`src/rtl/rhc_pkg.sv`:
```
`timescale 1ns / 1ps

package rhc_pkg;

  localparam int HUE_W     = 9;
  localparam int HUE_Q_MIN = 6;

  localparam logic [HUE_W-1:0] HUE_BASE_RED   = 9'd0;
  localparam logic [HUE_W-1:0] HUE_BASE_GREEN = 9'd120;
  localparam logic [HUE_W-1:0] HUE_BASE_BLUE  = 9'd240;
  localparam logic [HUE_W-1:0] HUE_FULL_TURN  = 9'd360;

  typedef enum logic [1:0] {
    SEC_RED,
    SEC_GREEN,
    SEC_BLUE
  } hue_sector_e;

  typedef struct packed {
    logic        gray;
    logic        neg;
    hue_sector_e sector;
  } hue_ctl_t;

endpackage

```
`src/rtl/rhc_prep.sv`:
```
`timescale 1ns / 1ps

module rhc_prep #(
  parameter int COMPONENT_BITS = 8
) (
  input  logic                          clk_i,
  input  logic                          rst_ni,
  input  logic                          valid_i,
  input  logic [COMPONENT_BITS-1:0]     red_i,
  input  logic [COMPONENT_BITS-1:0]     green_i,
  input  logic [COMPONENT_BITS-1:0]     blue_i,
  output logic                          valid_o,
  output rhc_pkg::hue_ctl_t             ctl_o,
  output logic [COMPONENT_BITS+5:0]     hue_num_o,
  output logic [2*COMPONENT_BITS-1:0]   sat_num_o,
  output logic [COMPONENT_BITS-1:0]     diff_o,
  output logic [COMPONENT_BITS-1:0]     max_o
);
  import rhc_pkg::*;

  localparam int CB   = COMPONENT_BITS;
  localparam int HN_W = CB + 6;
  localparam int SN_W = 2 * CB;

  // stage one: extremes and sector
  logic [CB-1:0] mx, mn, x_sel, y_sel;
  hue_sector_e   sector;

  logic [CB-1:0] x_q, y_q, mx1_q, diff1_q;
  hue_sector_e   sector_q;
  logic          vld1_q;

  always_comb begin
    mx = red_i;
    mn = red_i;
    if (green_i > mx) mx = green_i;
    if (blue_i > mx) mx = blue_i;
    if (green_i < mn) mn = green_i;
    if (blue_i < mn) mn = blue_i;
    if (mx == red_i) begin
      sector = SEC_RED;
      x_sel  = green_i;
      y_sel  = blue_i;
    end else if (mx == green_i) begin
      sector = SEC_GREEN;
      x_sel  = blue_i;
      y_sel  = red_i;
    end else begin
      sector = SEC_BLUE;
      x_sel  = red_i;
      y_sel  = green_i;
    end
  end

  always_ff @(posedge clk_i or negedge rst_ni) begin
    if (!rst_ni) begin
      vld1_q <= 1'b0;
    end else begin
      vld1_q <= valid_i;
    end
  end

  always_ff @(posedge clk_i) begin
    x_q      <= x_sel;
    y_q      <= y_sel;
    mx1_q    <= mx;
    diff1_q  <= mx - mn;
    sector_q <= sector;
  end

  // stage two: difference magnitude and constant scaling
  logic            neg;
  logic [CB-1:0]   absd;
  logic [HN_W-1:0] hnum_d;
  logic [SN_W-1:0] snum_d;
  hue_ctl_t        ctl_d;

  logic            vld2_q;
  hue_ctl_t        ctl_q;
  logic [HN_W-1:0] hnum_q;
  logic [SN_W-1:0] snum_q;
  logic [CB-1:0]   diff2_q, mx2_q;

  always_comb begin
    neg         = x_q < y_q;
    absd        = neg ? (y_q - x_q) : (x_q - y_q);
    hnum_d      = (HN_W'(absd) << 6) - (HN_W'(absd) << 2);
    snum_d      = (SN_W'(diff1_q) << CB) - SN_W'(diff1_q);
    ctl_d.gray  = diff1_q == '0;
    ctl_d.neg   = neg;
    ctl_d.sector = sector_q;
  end

  always_ff @(posedge clk_i or negedge rst_ni) begin
    if (!rst_ni) begin
      vld2_q <= 1'b0;
    end else begin
      vld2_q <= vld1_q;
    end
  end

  always_ff @(posedge clk_i) begin
    ctl_q   <= ctl_d;
    hnum_q  <= hnum_d;
    snum_q  <= snum_d;
    diff2_q <= diff1_q;
    mx2_q   <= mx1_q;
  end

  assign valid_o   = vld2_q;
  assign ctl_o     = ctl_q;
  assign hue_num_o = hnum_q;
  assign sat_num_o = snum_q;
  assign diff_o    = diff2_q;
  assign max_o     = mx2_q;

endmodule

```
`src/rtl/rhc_div.sv`:
```
`timescale 1ns / 1ps

module rhc_div #(
  parameter int NUM_W  = 14,
  parameter int DEN_W  = 8,
  parameter int Q_W    = 8,
  parameter int SIDE_W = 1
) (
  input  logic              clk_i,
  input  logic              rst_ni,
  input  logic              valid_i,
  input  logic [NUM_W-1:0]  num_i,
  input  logic [DEN_W-1:0]  den_i,
  input  logic [SIDE_W-1:0] side_i,
  output logic              valid_o,
  output logic [Q_W-1:0]    quo_o,
  output logic              rem_nz_o,
  output logic [SIDE_W-1:0] side_o
);

  localparam int RW = (NUM_W > DEN_W + Q_W) ? NUM_W : DEN_W + Q_W;

  logic [RW-1:0]     rem_q  [Q_W];
  logic [Q_W-1:0]    quo_q  [Q_W];
  logic [DEN_W-1:0]  den_q  [Q_W];
  logic [SIDE_W-1:0] side_q [Q_W];
  logic [Q_W-1:0]    vld_q;

  // one quotient bit per stage, most significant first
  for (genvar s = 0; s < Q_W; s++) begin : g_stage
    localparam int Pos = Q_W - 1 - s;

    logic [RW-1:0]     rem_in, trial, rem_d;
    logic [Q_W-1:0]    quo_in, quo_d;
    logic [DEN_W-1:0]  den_in;
    logic [SIDE_W-1:0] side_in;
    logic              vld_in;
    logic              take;

    if (s == 0) begin : g_first
      assign rem_in  = RW'(num_i);
      assign quo_in  = '0;
      assign den_in  = den_i;
      assign side_in = side_i;
      assign vld_in  = valid_i;
    end else begin : g_next
      assign rem_in  = rem_q[s-1];
      assign quo_in  = quo_q[s-1];
      assign den_in  = den_q[s-1];
      assign side_in = side_q[s-1];
      assign vld_in  = vld_q[s-1];
    end

    assign trial = RW'(den_in) << Pos;
    assign take  = rem_in >= trial;
    assign rem_d = take ? (rem_in - trial) : rem_in;

    always_comb begin
      quo_d      = quo_in;
      quo_d[Pos] = take;
    end

    always_ff @(posedge clk_i or negedge rst_ni) begin
      if (!rst_ni) begin
        vld_q[s] <= 1'b0;
      end else begin
        vld_q[s] <= vld_in;
      end
    end

    always_ff @(posedge clk_i) begin
      rem_q[s]  <= rem_d;
      quo_q[s]  <= quo_d;
      den_q[s]  <= den_in;
      side_q[s] <= side_in;
    end
  end

  assign valid_o  = vld_q[Q_W-1];
  assign quo_o    = quo_q[Q_W-1];
  assign rem_nz_o = |rem_q[Q_W-1];
  assign side_o   = side_q[Q_W-1];

endmodule

```
`src/rtl/rgb_to_hsv_converter_core.sv`:
```
`timescale 1ns / 1ps
// channel  | direction | handshake        | fields
// ---------+-----------+------------------+--------------------------------------
// pixel    | in        | start_i, busy_o  | red_i, green_i, blue_i
// hsv      | out       | done_o (strobe)  | hue_o, saturation_o, brightness_o
//
// one pixel accepted per clock; busy_o is never raised
// results pass through the preparation stages of rhc_prep, the two restoring dividers
// that resolve one quotient bit per stage, and a final output register
// reset clears only the valid bits of the pipeline; no clearing pass
// results leave on done_o for one cycle and cannot be held off

module rgb_to_hsv_converter_core #(
  parameter int COMPONENT_BITS = 8
) (
  input  logic                       clk_i,
  input  logic                       rst_ni,
  input  logic                       start_i,
  output logic                       busy_o,
  input  logic [COMPONENT_BITS-1:0]  red_i,
  input  logic [COMPONENT_BITS-1:0]  green_i,
  input  logic [COMPONENT_BITS-1:0]  blue_i,
  output logic                       done_o,
  output logic [rhc_pkg::HUE_W-1:0]  hue_o,
  output logic [COMPONENT_BITS-1:0]  saturation_o,
  output logic [COMPONENT_BITS-1:0]  brightness_o
);
  import rhc_pkg::*;

  localparam int CB   = COMPONENT_BITS;
  localparam int QW   = (CB > HUE_Q_MIN) ? CB : HUE_Q_MIN;
  localparam int HN_W = CB + 6;
  localparam int SN_W = 2 * CB;
  localparam int CTL_W = $bits(hue_ctl_t);

  logic            prep_vld;
  hue_ctl_t        prep_ctl;
  logic [HN_W-1:0] prep_hnum;
  logic [SN_W-1:0] prep_snum;
  logic [CB-1:0]   prep_diff, prep_max;

  rhc_prep #(
    .COMPONENT_BITS(CB)
  ) u_prep (
    .clk_i    (clk_i),
    .rst_ni   (rst_ni),
    .valid_i  (start_i),
    .red_i    (red_i),
    .green_i  (green_i),
    .blue_i   (blue_i),
    .valid_o  (prep_vld),
    .ctl_o    (prep_ctl),
    .hue_num_o(prep_hnum),
    .sat_num_o(prep_snum),
    .diff_o   (prep_diff),
    .max_o    (prep_max)
  );

  logic             hdiv_vld;
  logic [QW-1:0]    hdiv_quo;
  logic             hdiv_nz;
  logic [CTL_W-1:0] hdiv_side;
  logic [QW-1:0]    sdiv_quo;
  logic [CB-1:0]    sdiv_max;

  rhc_div #(
    .NUM_W (HN_W),
    .DEN_W (CB),
    .Q_W   (QW),
    .SIDE_W(CTL_W)
  ) u_hue_div (
    .clk_i   (clk_i),
    .rst_ni  (rst_ni),
    .valid_i (prep_vld),
    .num_i   (prep_hnum),
    .den_i   (prep_diff),
    .side_i  (prep_ctl),
    .valid_o (hdiv_vld),
    .quo_o   (hdiv_quo),
    .rem_nz_o(hdiv_nz),
    .side_o  (hdiv_side)
  );

  rhc_div #(
    .NUM_W (SN_W),
    .DEN_W (CB),
    .Q_W   (QW),
    .SIDE_W(CB)
  ) u_sat_div (
    .clk_i   (clk_i),
    .rst_ni  (rst_ni),
    .valid_i (prep_vld),
    .num_i   (prep_snum),
    .den_i   (prep_max),
    .side_i  (prep_max),
    .valid_o (),
    .quo_o   (sdiv_quo),
    .rem_nz_o(),
    .side_o  (sdiv_max)
  );

  // final stage: place the offset in its sector and register saturation and brightness
  hue_ctl_t         ctl;
  logic [HUE_W-1:0] q_h, ceil_h, base_h, hue_d;
  logic [CB-1:0]    sat_d;

  logic             done_q;
  logic [HUE_W-1:0] hue_q;
  logic [CB-1:0]    sat_q, bright_q;

  always_comb begin
    ctl    = hue_ctl_t'(hdiv_side);
    q_h    = HUE_W'(hdiv_quo);
    ceil_h = q_h + HUE_W'(hdiv_nz);
    case (ctl.sector)
      SEC_RED:   base_h = HUE_BASE_RED;
      SEC_GREEN: base_h = HUE_BASE_GREEN;
      SEC_BLUE:  base_h = HUE_BASE_BLUE;
      default:   base_h = HUE_BASE_RED;
    endcase
    if (ctl.gray) begin
      hue_d = '0;
    end else if (!ctl.neg) begin
      hue_d = base_h + q_h;
    end else if (ctl.sector == SEC_RED) begin
      hue_d = HUE_FULL_TURN - ceil_h;
    end else begin
      hue_d = base_h - ceil_h;
    end
    sat_d = (sdiv_max == '0) ? '0 : CB'(sdiv_quo);
  end

  always_ff @(posedge clk_i or negedge rst_ni) begin
    if (!rst_ni) begin
      done_q <= 1'b0;
    end else begin
      done_q <= hdiv_vld;
    end
  end

  always_ff @(posedge clk_i) begin
    hue_q    <= hue_d;
    sat_q    <= sat_d;
    bright_q <= sdiv_max;
  end

  assign busy_o       = 1'b0;
  assign done_o       = done_q;
  assign hue_o        = hue_q;
  assign saturation_o = sat_q;
  assign brightness_o = bright_q;

endmodule

```
`config.mk`:
```
export PLATFORM = sky130hd
export DESIGN_NAME = rgb_to_hsv_converter_core
export DESIGN_NICKNAME = d
export VERILOG_FILES = /design/src/rtl/rhc_pkg.sv /design/src/rtl/rhc_prep.sv /design/src/rtl/rhc_div.sv /design/src/rtl/rgb_to_hsv_converter_core.sv
export SDC_FILE = /design/constraint.sdc
export NUM_CORES = 1
export LEC_CHECK = 0
export BUFFER_PORTS_ARGS = -buffer_cell sky130_fd_sc_hd__clkbuf_2
export CAP_MARGIN = 0
export CORE_MARGIN = 2
export CORE_UTILIZATION = 27
export DETAILED_ROUTE_END_ITERATION = 8
export MAX_ROUTING_LAYER = met4
export PLACE_DENSITY = 0.45
export SLEW_MARGIN = 20
export SYNTH_ARGS = -nofsm -noshare
export SYNTH_HDL_FRONTEND = slang
export SYNTH_SLANG_ARGS = --single-unit
```
`constraint.sdc`:
```
create_clock -name clk_i -period 5.6 [get_ports clk_i]
set_input_delay 1.12 -clock clk_i [delete_from_list [all_inputs] [get_ports clk_i]]
set_output_delay 1.12 -clock clk_i [all_outputs]
set_load 0.01 [all_outputs]
```
# ---- After elaboration in Yosys (flattened, before gate mapping)
# Memories as Yosys holds them, arrays and structs flattened. A register that Yosys moved wholly into a read port is not among the register bits.
# Index checks and enable logic that the tools add are counted.
dict set report word_totals {
  regBits 112
  ram_bits 608
  inputBits 27
  out_inout_bits 27
  elab_cells 116
  n_memories 8
}
# name words word_bits rd rd_clocked_by_memory_dff wr line_no
set memory_table {}
lappend memory_table {u_hue_div.rem_q 8 16 8 0 8 rhc_div.sv:23} ;# logic [RW-1:0] rem_q [Q_W];
lappend memory_table {u_sat_div.rem_q 8 16 7 0 8 rhc_div.sv:23}
lappend memory_table {u_hue_div.den_q 8 8 7 0 8 rhc_div.sv:25} ;# logic [DEN_W-1:0] den_q [Q_W];
lappend memory_table {u_hue_div.quo_q 8 8 8 0 8 rhc_div.sv:24} ;# logic [Q_W-1:0] quo_q [Q_W];
lappend memory_table {u_sat_div.den_q 8 8 7 0 8 rhc_div.sv:25}
lappend memory_table {u_sat_div.quo_q 8 8 8 1 8 rhc_div.sv:24}
lappend memory_table {{2 more memories} n/a n/a n/a n/a n/a n/a}
dict set report classes {
  n_addsub 25
  n_lt_le_gt_ge 21
  eq_ne 4
  muxes 29
  reduce_logical 4
}
# operator n
set op_table {}
lappend op_table {{$mux 16} 16}
lappend op_table {{$mux 8} 9}
lappend op_table {{$sub 16x8->16} 3}
lappend op_table {{$ge 16x10->1} 2}
lappend op_table {{$ge 16x11->1} 2}
lappend op_table {{$ge 16x12->1} 2}
lappend op_table {{$ge 16x13->1} 2}
lappend op_table {{$ge 16x14->1} 2}
lappend op_table {{$ge 16x8->1} 2}
lappend op_table {{$ge 16x9->1} 2}
lappend op_table {{$sub 16x10->16} 2}
lappend op_table {{$sub 16x11->16} 2}
lappend op_table {{$sub 16x12->16} 2}
lappend op_table {{$sub 16x13->16} 2}
lappend op_table {{$sub 16x14->16} 2}
lappend op_table {{$sub 16x9->16} 2}
lappend op_table {{$lt 8x8->1} 3}
lappend op_table {{$sub 8x8->8} 3}
lappend op_table {{$mux 9} 2}
lappend op_table {{$eq 8x8->1} 2}
lappend op_table {{$ge 16x15->1} 1}
lappend op_table {{$gt 8x8->1} 2}
lappend op_table {{$logic_not 8->1} 2}
lappend op_table {{$pmux 8 s2} 1}
lappend op_table {{13 further kinds} 13}

# ---- Longest topological paths before layout
# Gate-level depths: netlist (run 1).
dict set report depth {
  ltp_word 7
  depth_mapped 28
  ltp_nobuf 24
}

# ---- By module
# Synthesis (run 1) repeated with hierarchy kept, for this count alone.
dict set report hier_totals {
  cells_unflattened 2671
  area_unflattened_um2 26814.5
}
# module n_inst cells_each area_per_inst_um2 seq_area_each_um2
set modules_own_cells {}
lappend modules_own_cells {{rhc_div at u_sat_div} 1 986 10431.3 5885.6}
lappend modules_own_cells {{rhc_div at u_hue_div} 1 959 9818.2 5245.0}
lappend modules_own_cells {rhc_prep 1 570 5092.4 1671.6}
lappend modules_own_cells {rgb_to_hsv_converter_core 1 156 1472.7 525.5}

# ---- Least setup slack after synthesis (run 1)
# No wires, ideal clock.
dict set report synth_path {
  path_kind {input -> register}
  startpoint {input red_i[7]}
  endpoint {register u_prep.x_q[1]}
  setup_ns 0.121
  arrival_ns 6.252
  required_ns 5.479
  slack_ns -0.772
  cell_stages 23
  path_buffers 3
  cell_sequence {clkbuf_1 > inv_1 > ha_1 > nand4_2 > a211o_2 > nand2_1 > buf_2 > nor2_1 > a21oi_1 > ha_1 > nand2_1 > nor2_1 > or3_1 > a21oi_1 > nor3_2 > a22o_1 > or4_1 > and2_1 > buf_2 > xnor2_1 > a2111o_1 > nor4_4 > mux2_2}
}
dict set report synth_via {
  elab_chain_cells 7
  elab_cells_between_ends 8
  classes_between {order compare (2); eq/ne (2); mux (4)}
}
# item line_no
set synth_rtl {}
lappend synth_rtl {{start, declared} rgb_to_hsv_converter_core.sv:20} ;# input logic [COMPONENT_BITS-1:0] red_i,
lappend synth_rtl {{$gt 8x8->1} rhc_prep.sv:36} ;# if (green_i > mx) mx = green_i;
lappend synth_rtl {{$mux 8 *} rhc_prep.sv:36}
lappend synth_rtl {{$gt 8x8->1} rhc_prep.sv:37} ;# if (blue_i > mx) mx = blue_i;
lappend synth_rtl {{$mux 8 *} rhc_prep.sv:37}
lappend synth_rtl {{net u_prep.mx[2]} rhc_prep.sv:26} ;# logic [CB-1:0] mx, mn, x_sel, y_sel;
lappend synth_rtl {{$eq 8x8->1} rhc_prep.sv:44} ;# end else if (mx == green_i) begin
lappend synth_rtl {{$mux 8} rhc_prep.sv:44}
lappend synth_rtl {{$mux 8 *} rhc_prep.sv:40} ;# if (mx == red_i) begin
lappend synth_rtl {{net u_prep.x_sel[1]} rhc_prep.sv:26}
lappend synth_rtl {{end signal, assigned} rhc_prep.sv:64} ;# x_q <= x_sel;
lappend synth_rtl {{end, declared} rhc_prep.sv:29} ;# logic [CB-1:0] x_q, y_q, mx1_q, diff1_q;
# The timed path passes the listed nets; every way through them passes the cells marked *.
# A chain may end at the register's enable or synchronous reset.

# ---- Final worst setup path (run 1)
dict set report layout_path {
  startpoint {input red_i[1]}
  endpoint {register u_prep.x_q[0]}
}
# Same word-level chain as after synthesis.

==> results of run 1 <==
[synthesized netlist by cell type, types with 5 or more instances]
library cell and n:
a211oi_1 12, a21boi_0 13, a21o_1 70, a21oi_1 143
a31oi_1 5, and2_1 28, clkbuf_1 30, dfrtp_1 11
dfxtp_1 550, fa_1 18, ha_1 190, inv_1 239
mux2_2 10, mux2i_1 50, nand2_1 112, nand2b_1 38
nand3_1 21, nand4_1 27, nand4b_1 7, nor2_1 171
nor2b_1 40, nor3_1 37, nor4_1 34, o211ai_1 6
o21a_1 7, o21ai_0 101, o21bai_1 11, o31ai_1 21
or2_2 7, or3_1 8, or4_1 9, xnor2_1 113
xor2_1 69
[cells by family after synthesis]
family / share of synthesized area
multiplexers: 0.0278
AND/OR/NAND/NOR: 0.125
flip-flops: 0.492
XOR/XNOR: 0.0694
buffers and inverters: 0.0477
AO/OA/AOI/OAI: 0.118
adder cells (fa/ha/maj): 0.120
other: 0.000163
[critical path, delay by kind of cell]
family                   cells  cell delay (ns)
AO/OA/AOI/OAI                8             1.54
AND/OR/NAND/NOR              6             1.34
buffers and inverters        6             0.83
adder cells (fa/ha/maj)      2             0.57
multiplexers                 3             0.50
[worst min path at each step]
stage	startpoint	to	slack, ns	cells after the start
4_1_cts	u_prep.ctl_o[2]	u_hue_div.side_q[0][2]	0.32	0
6_report	u_hue_div.side_q[1][10]	u_hue_div.side_q[1][14]	0.32	0
3_3_place_gp	u_sat_div.quo_q[6][6]	u_sat_div.quo_q[7][6]	0.31	0
2_1_floorplan	u_hue_div.quo_q[0][7]	u_hue_div.quo_q[0][15]	0.31	0
3_5_place_dp	u_hue_div.quo_q[1][23]	u_hue_div.quo_q[1][31]	0.31	0
5_1_grt	u_hue_div.side_q[1][9]	u_hue_div.side_q[1][13]	0.33	0
[state kept, by name, summed over array words and instances, names as in the netlist, 9 cells and up]
name / flops
u_prep.hue_num_o: 12
hue_o: 9
u_hue_div.rem_q: 115
u_hue_div.side_q: 32
u_hue_div.den_q: 56
u_sat_div.quo_q: 36
u_sat_div.den_q: 64
u_sat_div.rem_q: 105
u_prep.sat_num_o: 16
u_hue_div.quo_q: 36
[final cells by class]
| cell class | instances | area (sq um) |
|---|---|---|
| fill | 8554 | 56300 |
| sequential | 561 | 11300 |
| multi-input combinational | 1457 | 10800 |
| clock buffer | 77 | 1670 |
| tap | 1134 | 1420 |
| timing repair buffer | 163 | 1130 |
| inverter | 240 | 911 |
| clock inverter | 32 | 450 |
[metal layers]
layer,vias to the layer above,track usage,share of wire
met5,-,-,0
met4,0,0.0468,0.039
met3,119,0.0188,0.031
met2,214,0.212,0.51
met1,7114,0.124,0.42
li1,8172,-,-
[through the flow]
stage                     total power (uW)  cell area, sq um  hold slack [ns]  setup TNS [ns]
final                                19300             27700            0.318               0
after global routing                 21100             27700            0.330         -0.0846
after CTS                            19500             27500            0.324               0
after detailed placement             15300             25400            0.312          -10.46
after global placement               15000             25400            0.310           -6.68
after floorplan                      13100             23100            0.310           -6.66
[where the power goes]
part           switching [uW]  total [uW]  internal (uW)  leakage (uW)
Clock                    1580        4140           2560       0.00104
Sequential               1010        6850           5840       0.00474
Combinational            4350        8300           3950       0.00665
Total                    6940       19300          12300        0.0124
[cells in the final DEF (no fill, tap or decap), types with 13 or more instances in the layout]
cell type and n:
fa_1 18, ha_1 187, nor3_1 37, nand3_1 21, dfxtp_1 550, clkbuf_16 61, a21o_1 70, o31ai_1 21
xnor2_1 113, buf_4 103, nor2b_1 39, nand2_1 110, o21ai_0 99, clkbuf_2 51, and2_1 27, xor2_1 69
nand4_1 27, nor2_1 170, a21boi_0 13, inv_1 236, nor4_1 32, mux2i_1 45, a21oi_1 133, nand2b_1 38
[timing repair]
action,4_1_cts,5_1_grt
setup endpoints to repair,0,20
buffers inserted,0,4
gates resized for setup,0,41
==> flow_summary.ini, run 1 <==
[timing]
fin_crit_sh = 0.973
slew_headroom = 0.291
fmax_mhz = 183
worstMarginPinSlew_ns = 1.06
finalHoldViolations = 0
layout_min_cycle_time_ns = 5.45
fin_ws_ns = 0.150
clock_skew_ns = 0.0135
setup-violations-final = 0
slew_viol_final = 0

[layout]
diodes = 0
finalNetCount = 2717
drive_above_1_share = 0.135
area_growth_pct = 20.7
final_util = 0.330
fin_cells = 3664

[synth]
ys.flop_type = dfxtp_1
yosysTopAreaCell = dfxtp_1
synthCells = 2300
ys_async_sr_fraction = 0.0196
synth_area_sq_um = 23000
synth_edf_count = 0
synth_top_cell_area_share = 0.480
synthTopCellsByArea = dfxtp_1 48%, ha_1 10%, xnor2_1 4.3%
synth_warnings = 0
syn_nets = 2535
yosysSeqAreaShare = 0.492
avgSynthCellArea_sq_um = 9.98
synth_seq_cells = 561
synthDistinctLibCells = 84

[drt]
vias = 15600
wl_um = 48500
route.detailed.drc = 0
drt-initial-drc-count = 485
antenna_left = 0
wl_per_cell_um = 13.2
first_pass_iters = 4
post_drt_via_cell_ratio = 4.26

[power]
ir_drop_mv = 0.236
power.leakage_uw = 0.0124
p_per_area_nw_per_um2 = 696

[min_path]
hold_path.class = flop to flop

[status]
status = completed

[grt]
grt_overflow = 0
track_usage = 0.116
first_global_vias = 16400
grt_max_degree = 21
grt_pass1_wl_um = 80100
antenna_found_initial = 0

[setup_path]
reg2regPathDepth = 18
regToRegSetupSlack_ns = 1.19
crit_type = input pin to flop
critPathMaxStageDelay_ns = 0.39
crit_path_top_delay_cell = nor3_4
crit_start = red_i[1]
cp-start-kind = input pin
cp.required_ns = 6.07
cp_max_fo = 18
r2r-end = u_prep.hue_num_o[11]
end_kind = flop
arrival_ns = 5.92
timing.rr.start = u_prep.y_q[1]
cp-endpoint = u_prep.x_q[0]

[cts]
cts.root.buffer_cell = clkbuf_16
numCtsBuffers = 59
cts_buffer_depth = 3
tritoncts = done
clkTransAtPathRegs_ns = 0.06
clock-sinks = 561
clk_latency_ns = 0.60
ctsHoldBuffers = 0
htree_levels = 2

[placed_design]
dp.cells = 3550
dp_hpwl_um = 38300
gp_congestion = 0.862
pre_cts_ws_ns = -0.579
portBuffers = 52

[floorplanning]
start_util = 0.273
dieWidth_um = 296
die-height_um = 296
ios = 54
coreArea_sq_um = 84000
dieArea_sq_um = 87400
placementRows = 106

[run]
max_cap_viol_count = 0
(Power assumes the default switching activity.)
==> run 2: changes to the inputs <==
--- a/config.mk
+++ b/config.mk
@@ -5,8 +5,9 @@
 export SDC_FILE = /design/constraint.sdc
 export NUM_CORES = 1
 export LEC_CHECK = 0
-export BUFFER_PORTS_ARGS = -buffer_cell sky130_fd_sc_hd__clkbuf_2
+export BUFFER_PORTS_ARGS = -buffer_cell sky130_fd_sc_hd__buf_4
 export CAP_MARGIN = 0
+export CORE_ASPECT_RATIO = 0.75
 export CORE_MARGIN = 2
 export CORE_UTILIZATION = 27
 export DETAILED_ROUTE_END_ITERATION = 8
==> run 2 against run 1 <==
Against the previous run:
- critical path depth fell by 2
- sequential power rose by 0.9%
- worst setup slack improved by 0.015 ns
- clock power rose by 1%
- non-clock buffer count rose by 4
- combinational power rose by 0.6%
- first-iteration DRC count rose by 35%
- clock-buffer cell count did not move
- sequential share of layout area fell by 0.21 points
- die area barely moved
- via count barely moved
- clock skew rose by 0.010 ns
==> flow_summary.ini, run 2 (same netlist as run 1, synthesis figures left out) <==
[drt]
wl_per_cell_um = 13.5
highest_layer = met4
wl_met2_um = 22300
antenna_left = 0
first_pass_iters = 5
route.detailed.drc = 0
drt-initial-drc-count = 655
wl_met3_um = 1450
post_drt_via_cell_ratio = 4.26
wl_um = 49400
wl_met1_um = 24400
vias = 15600

[timing]
fin_hold_ws_ns = 0.313
layout_min_cycle_time_ns = 5.44
slew_viol_final = 0
worstMarginPinSlew_ns = 1.00
fmax_mhz = 184
setup-violations-final = 0
slew_headroom = 0.331
fin_crit_sh = 0.971
clock_skew_ns = 0.0236
finalHoldViolations = 0

[floorplanning]
coreArea_sq_um = 84100
dieArea_sq_um = 87400
ios = 54
dieWidth_um = 341
start_util = 0.273
die-height_um = 257
placementRows = 92

[cts]
clkTransAtPathRegs_ns = 0.06
clk_latency_ns = 0.63
htree_levels = 2
ctsHoldBuffers = 0
cts.root.buffer_cell = clkbuf_16
numCtsBuffers = 60
tritoncts = done
clock-sinks = 561
cts_buffer_depth = 3

[min_path]
hold_path.class = flop to flop
whs_path_depth = 0
hold_end = u_hue_div.side_q[1][4]
min-delay-start = u_hue_div.side_q[1][0]

[layout]
diodes = 0
drive_above_1_share = 0.138
largest_reg_flops = 115
area_growth_pct = 21.3
fin_cells = 3666
final_cell_mix = 550 x dfxtp_1, 236 x inv_1, 187 x ha_1
final_common_cell = dfxtp_1
largest-register = u_hue_div.rem_q
final_area_sq_um = 27800
finalNetCount = 2722
reg_top3 = u_hue_div.rem_q (115), u_sat_div.rem_q (105), u_sat_div.den_q (64)
final_util = 0.331

[setup_path]
crit_type = input pin to flop
cp.required_ns = 6.09
arrival_ns = 5.93
reg2regPathDepth = 18
end_kind = flop
regToRegSetupSlack_ns = 1.00
cp-start-kind = input pin
cp_max_fo = 6
timing.rr.start = u_prep.y_q[1]
r2r-end = u_prep.hue_num_o[13]

[placed_design]
dp_hpwl_um = 38500
portBuffers = 52
dp.cells = 3550
place_area_sq_um = 25500
gp_congestion = 0.842

[grt]
first_global_vias = 16200
track_usage = 0.117
antenna_found_initial = 0
grt_overflow = 0
grt_max_degree = 21
grt_pass1_wl_um = 82100

[power]
p_per_area_nw_per_um2 = 699
power_uw = 19500
power.leakage_uw = 0.0125
ir_drop_mv = 0.325

[status]
status = completed

[run]
max_cap_viol_count = 0
run 2: timing repair:
item / 4_1_cts / 5_1_grt
endpoints found under the setup margin: 2 / 20
resized for setup: 1 / 32
setup buffers: 0 / 3
pin swaps: 0 / 11
run 2: final cells by class:
cell class,instances,area [sq um]
Clock inverter,36,483
Multi-Input combinational cell,1457,10800
Clock buffer,77,1660
Fill cell,8465,56300
Timing Repair Buffer,167,1260
Sequential cell,561,11300
Tap cell,1128,1410
Inverter,240,911
run 2: power breakdown:
| part | switching (uW) | internal (uW) |
|---|---|---|
| Combinational | 4360 | 3990 |
| Clock | 1640 | 2560 |
| Sequential | 1070 | 5840 |
run 2: critical path, stage by stage:
cell	delay (ns)
buf_4	0.12
ha_4	0.26
nor2b_1	0.13
o211ai_1	0.11
buf_4	0.16
a211o_4	0.34
nand2_4	0.10
nor2_1	0.05
a21oi_2	0.13
ha_1	0.27
a21oi_2	0.18
o21ai_2	0.10
or3_4	0.39
a21oi_4	0.14
nor3_4	0.07
a22o_4	0.29
or4_4	0.54
and2_4	0.18
xnor2_1	0.11
a2111o_1	0.45
nor4_4	0.17
buf_4	0.21
mux2_4	0.30
run 2: how the worst max path moves through the flow:
stage,startpoint,endpoint,slack [ns],depth (start not counted)
floorplan,red_i[7],u_prep.y_q[2],-0.40,25
global placement,red_i[5],u_prep.x_q[2],-0.46,23
detailed placement,red_i[5],u_prep.x_q[1],-0.63,25
CTS,green_i[1],u_prep.x_q[1],0.09,23
global route,red_i[1],u_prep.diff1_q[6],-0.06,27
finish,green_i[1],u_prep.x_q[1],0.16,23
run 2: routing by layer:
layer  GRT usage  up-vias
li1            -     8172
met1       0.150     7200
met2       0.189      177
met3      0.0185       84
met4      0.0344        0
met5           -        -
run 2: stage by stage:
step / setup slack [ns] / TNS (ns)
floorplan: -0.398 / -6.66
global placement: -0.464 / -8.14
detailed placement: -0.628 / -11.38
CTS: 0.0928 / 0
global route: -0.0576 / -0.255
finish: 0.165 / 0
==> run 3: changes to the inputs <==
--- a/config.mk
+++ b/config.mk
@@ -5,6 +5,7 @@
 export SDC_FILE = /design/constraint.sdc
 export NUM_CORES = 1
 export LEC_CHECK = 0
+export ABC_CLOCK_PERIOD_IN_PS = 5600
 export BUFFER_PORTS_ARGS = -buffer_cell sky130_fd_sc_hd__buf_4
 export CAP_MARGIN = 0
 export CORE_ASPECT_RATIO = 0.75
@@ -12,7 +13,6 @@
 export CORE_UTILIZATION = 27
 export DETAILED_ROUTE_END_ITERATION = 8
 export MAX_ROUTING_LAYER = met4
-export PLACE_DENSITY = 0.45
 export SLEW_MARGIN = 20
 export SYNTH_ARGS = -nofsm -noshare
 export SYNTH_HDL_FRONTEND = slang
==> run 3 against run 2 <==
Against the previous run:
- final cell count is 0.46% lower
- sequential power decreased by 0.9%
- clock skew increased by 0.0043 ns
- critical path depth up 1
- global-route usage fell by 1.5 points
- clock-buffer cell count increased by 4
- combinational power shrank 3.1%
- die area unchanged
- worst hold slack got worse by 0.014 ns
- critical endpoint is now u_prep.y_q[5]
- largest cell class unchanged
==> flow_summary.ini, run 3 (same netlist as run 1, synthesis figures left out) <==
[power]
ir_drop_mv = 0.332
power.leakage_uw = 0.0124
p_per_area_nw_per_um2 = 685

[grt]
grt_max_degree = 21
track_usage = 0.102
first_global_vias = 15000
use_met3 = 0.0237
antenna_found_initial = 0
grt_overflow = 0
grt_pass1_wl_um = 72800
top_usage_layer = met2
grt_use_met1 = 0.135
met2_usage = 0.157

[floorplanning]
ios = 54
start_util = 0.273
coreArea_sq_um = 84100
die-height_um = 257
dieWidth_um = 341
dieArea_sq_um = 87400
placementRows = 92

[setup_path]
cp-start-kind = input pin
cp_max_fo = 11
cp.required_ns = 6.14
arrival_ns = 5.87
crit_type = input pin to flop
end_kind = flop

[drt]
wl_per_cell_um = 11.9
antenna_left = 0
route.detailed.drc = 0
drt-initial-drc-count = 678
vias = 15300
wl_um = 43500
first_pass_iters = 5
post_drt_via_cell_ratio = 4.20

[cts]
htree_levels = 2
clkTransAtPathRegs_ns = 0.06
ctsHoldBuffers = 0
tritoncts = done
clk_latency_ns = 0.63
cts.root.buffer_cell = clkbuf_16
cts_buffer_depth = 3
clock-sinks = 561
numCtsBuffers = 58

[layout]
finalNetCount = 2711
final_util = 0.328
final_area_sq_um = 27600
largest_reg_flops = 115
final_cell_mix = 550 x dfxtp_1, 236 x inv_1, 186 x ha_1
final_common_cell = dfxtp_1
area_growth_pct = 20.3
largest-register = u_hue_div.rem_q
reg_top3 = u_hue_div.rem_q (115), u_sat_div.rem_q (105), u_sat_div.den_q (64)
drive_above_1_share = 0.127
diodes = 0

[run]
max_cap_viol_count = 0

[timing]
slew_headroom = 0.336
fmax_mhz = 188
slew_viol_final = 0
clock_skew_ns = 0.0279
fin_hold_ws_ns = 0.299
setup-violations-final = 0
finalHoldViolations = 0
layout_min_cycle_time_ns = 5.33
fin_crit_sh = 0.952
worstMarginPinSlew_ns = 0.994

[placed_design]
gp_congestion = 0.880
dp_hpwl_um = 33700
place_area_sq_um = 25500
portBuffers = 52

[min_path]
hold_path.class = flop to flop

[status]
status = completed
-- run 3: cell count changes in the layout (fill, tap and decap cells not counted), moves of 3 or more --
cell / change
buf_4: -10
clkinv_2: -10
clkbuf_8: +5
a21oi_1: +3
bufinv_16: -3
clkinv_4: -3
-- run 3: layer usage --
metal,part of all wire,vias to the layer above
li1,-,8159
met1,0.51,6891
met2,0.42,214
met3,0.049,71
met4,0.020,0
met5,0,-
-- run 3: area by class of cell --
| cell class | count | area [sq um] |
|---|---|---|
| clock buffers | 81 | 1680 |
| clock inverters | 24 | 364 |
| fillers | 8581 | 56500 |
| inverters | 240 | 911 |
| multi-input cells | 1457 | 10700 |
| flip-flops and latches | 561 | 11300 |
| well taps | 1128 | 1410 |
| repair buffers | 158 | 1210 |
-- run 3: path summary, 6_finish.rpt --
check | start | end | slack [ns] | cells past startpoint
worst max register to register | u_prep.y_q[1] | u_prep.hue_num_o[13] | 1.06 | 19
worst min-delay path | u_sat_div.quo_q[5][5] | u_sat_div.quo_q[6][5] | 0.30 | 0
min in group asynchronous | rst_ni | done_o | 0.32 | 1
worst max-delay path | red_i[1] | u_prep.y_q[5] | 0.27 | 24
max in group asynchronous | rst_ni | u_hue_div.g_stage[4].vld_in | 5.14 | 1
worst min register to register | u_sat_div.quo_q[5][5] | u_sat_div.quo_q[6][5] | 0.30 | 0
-- run 3: where the power goes --
part | internal [uW] | total, uW | switching, uW
clock | 2420 | 3970 | 1550
combinational | 3950 | 8090 | 4140
sequential | 5840 | 6850 | 1010
-- run 3: repair_timing --
item,4_1_cts,5_1_grt
buffers inserted,0,7
setup endpoints to repair,0,18
resized for setup,0,19
-- run 3: metrics by stage --
stage / setup slack [ns] / TNS, ns / instances / power (uW)
after floorplan: -0.398 / -6.66 / 2300 / 13100
after global placement: -0.350 / -6.09 / 3537 / 14900
after detailed placement: -0.449 / -8.07 / 3537 / 15000
after CTS: 0.201 / 0 / 3642 / 19100
after global routing: -0.0249 / -0.0566 / 3649 / 20700
final: 0.269 / 0 / 3649 / 18900
-- run 3: critical path, cell delays in order --
cell and delay (ns):
buf_4 0.12, inv_4 0.06, ha_4 0.19, nor2b_1 0.12, o211ai_1 0.36, a211oi_2 0.15
nor2_2 0.25, nor2_1 0.08, a21oi_2 0.13, ha_1 0.27, a21oi_2 0.15, o21ai_2 0.08
or3_1 0.36, a21oi_2 0.12, nor3_2 0.08, a22o_2 0.32, or4_4 0.54, and2_4 0.18
xnor2_1 0.11, a2111o_1 0.33, nor4_4 0.20, buf_12 0.18, buf_4 0.15, mux2i_1 0.19
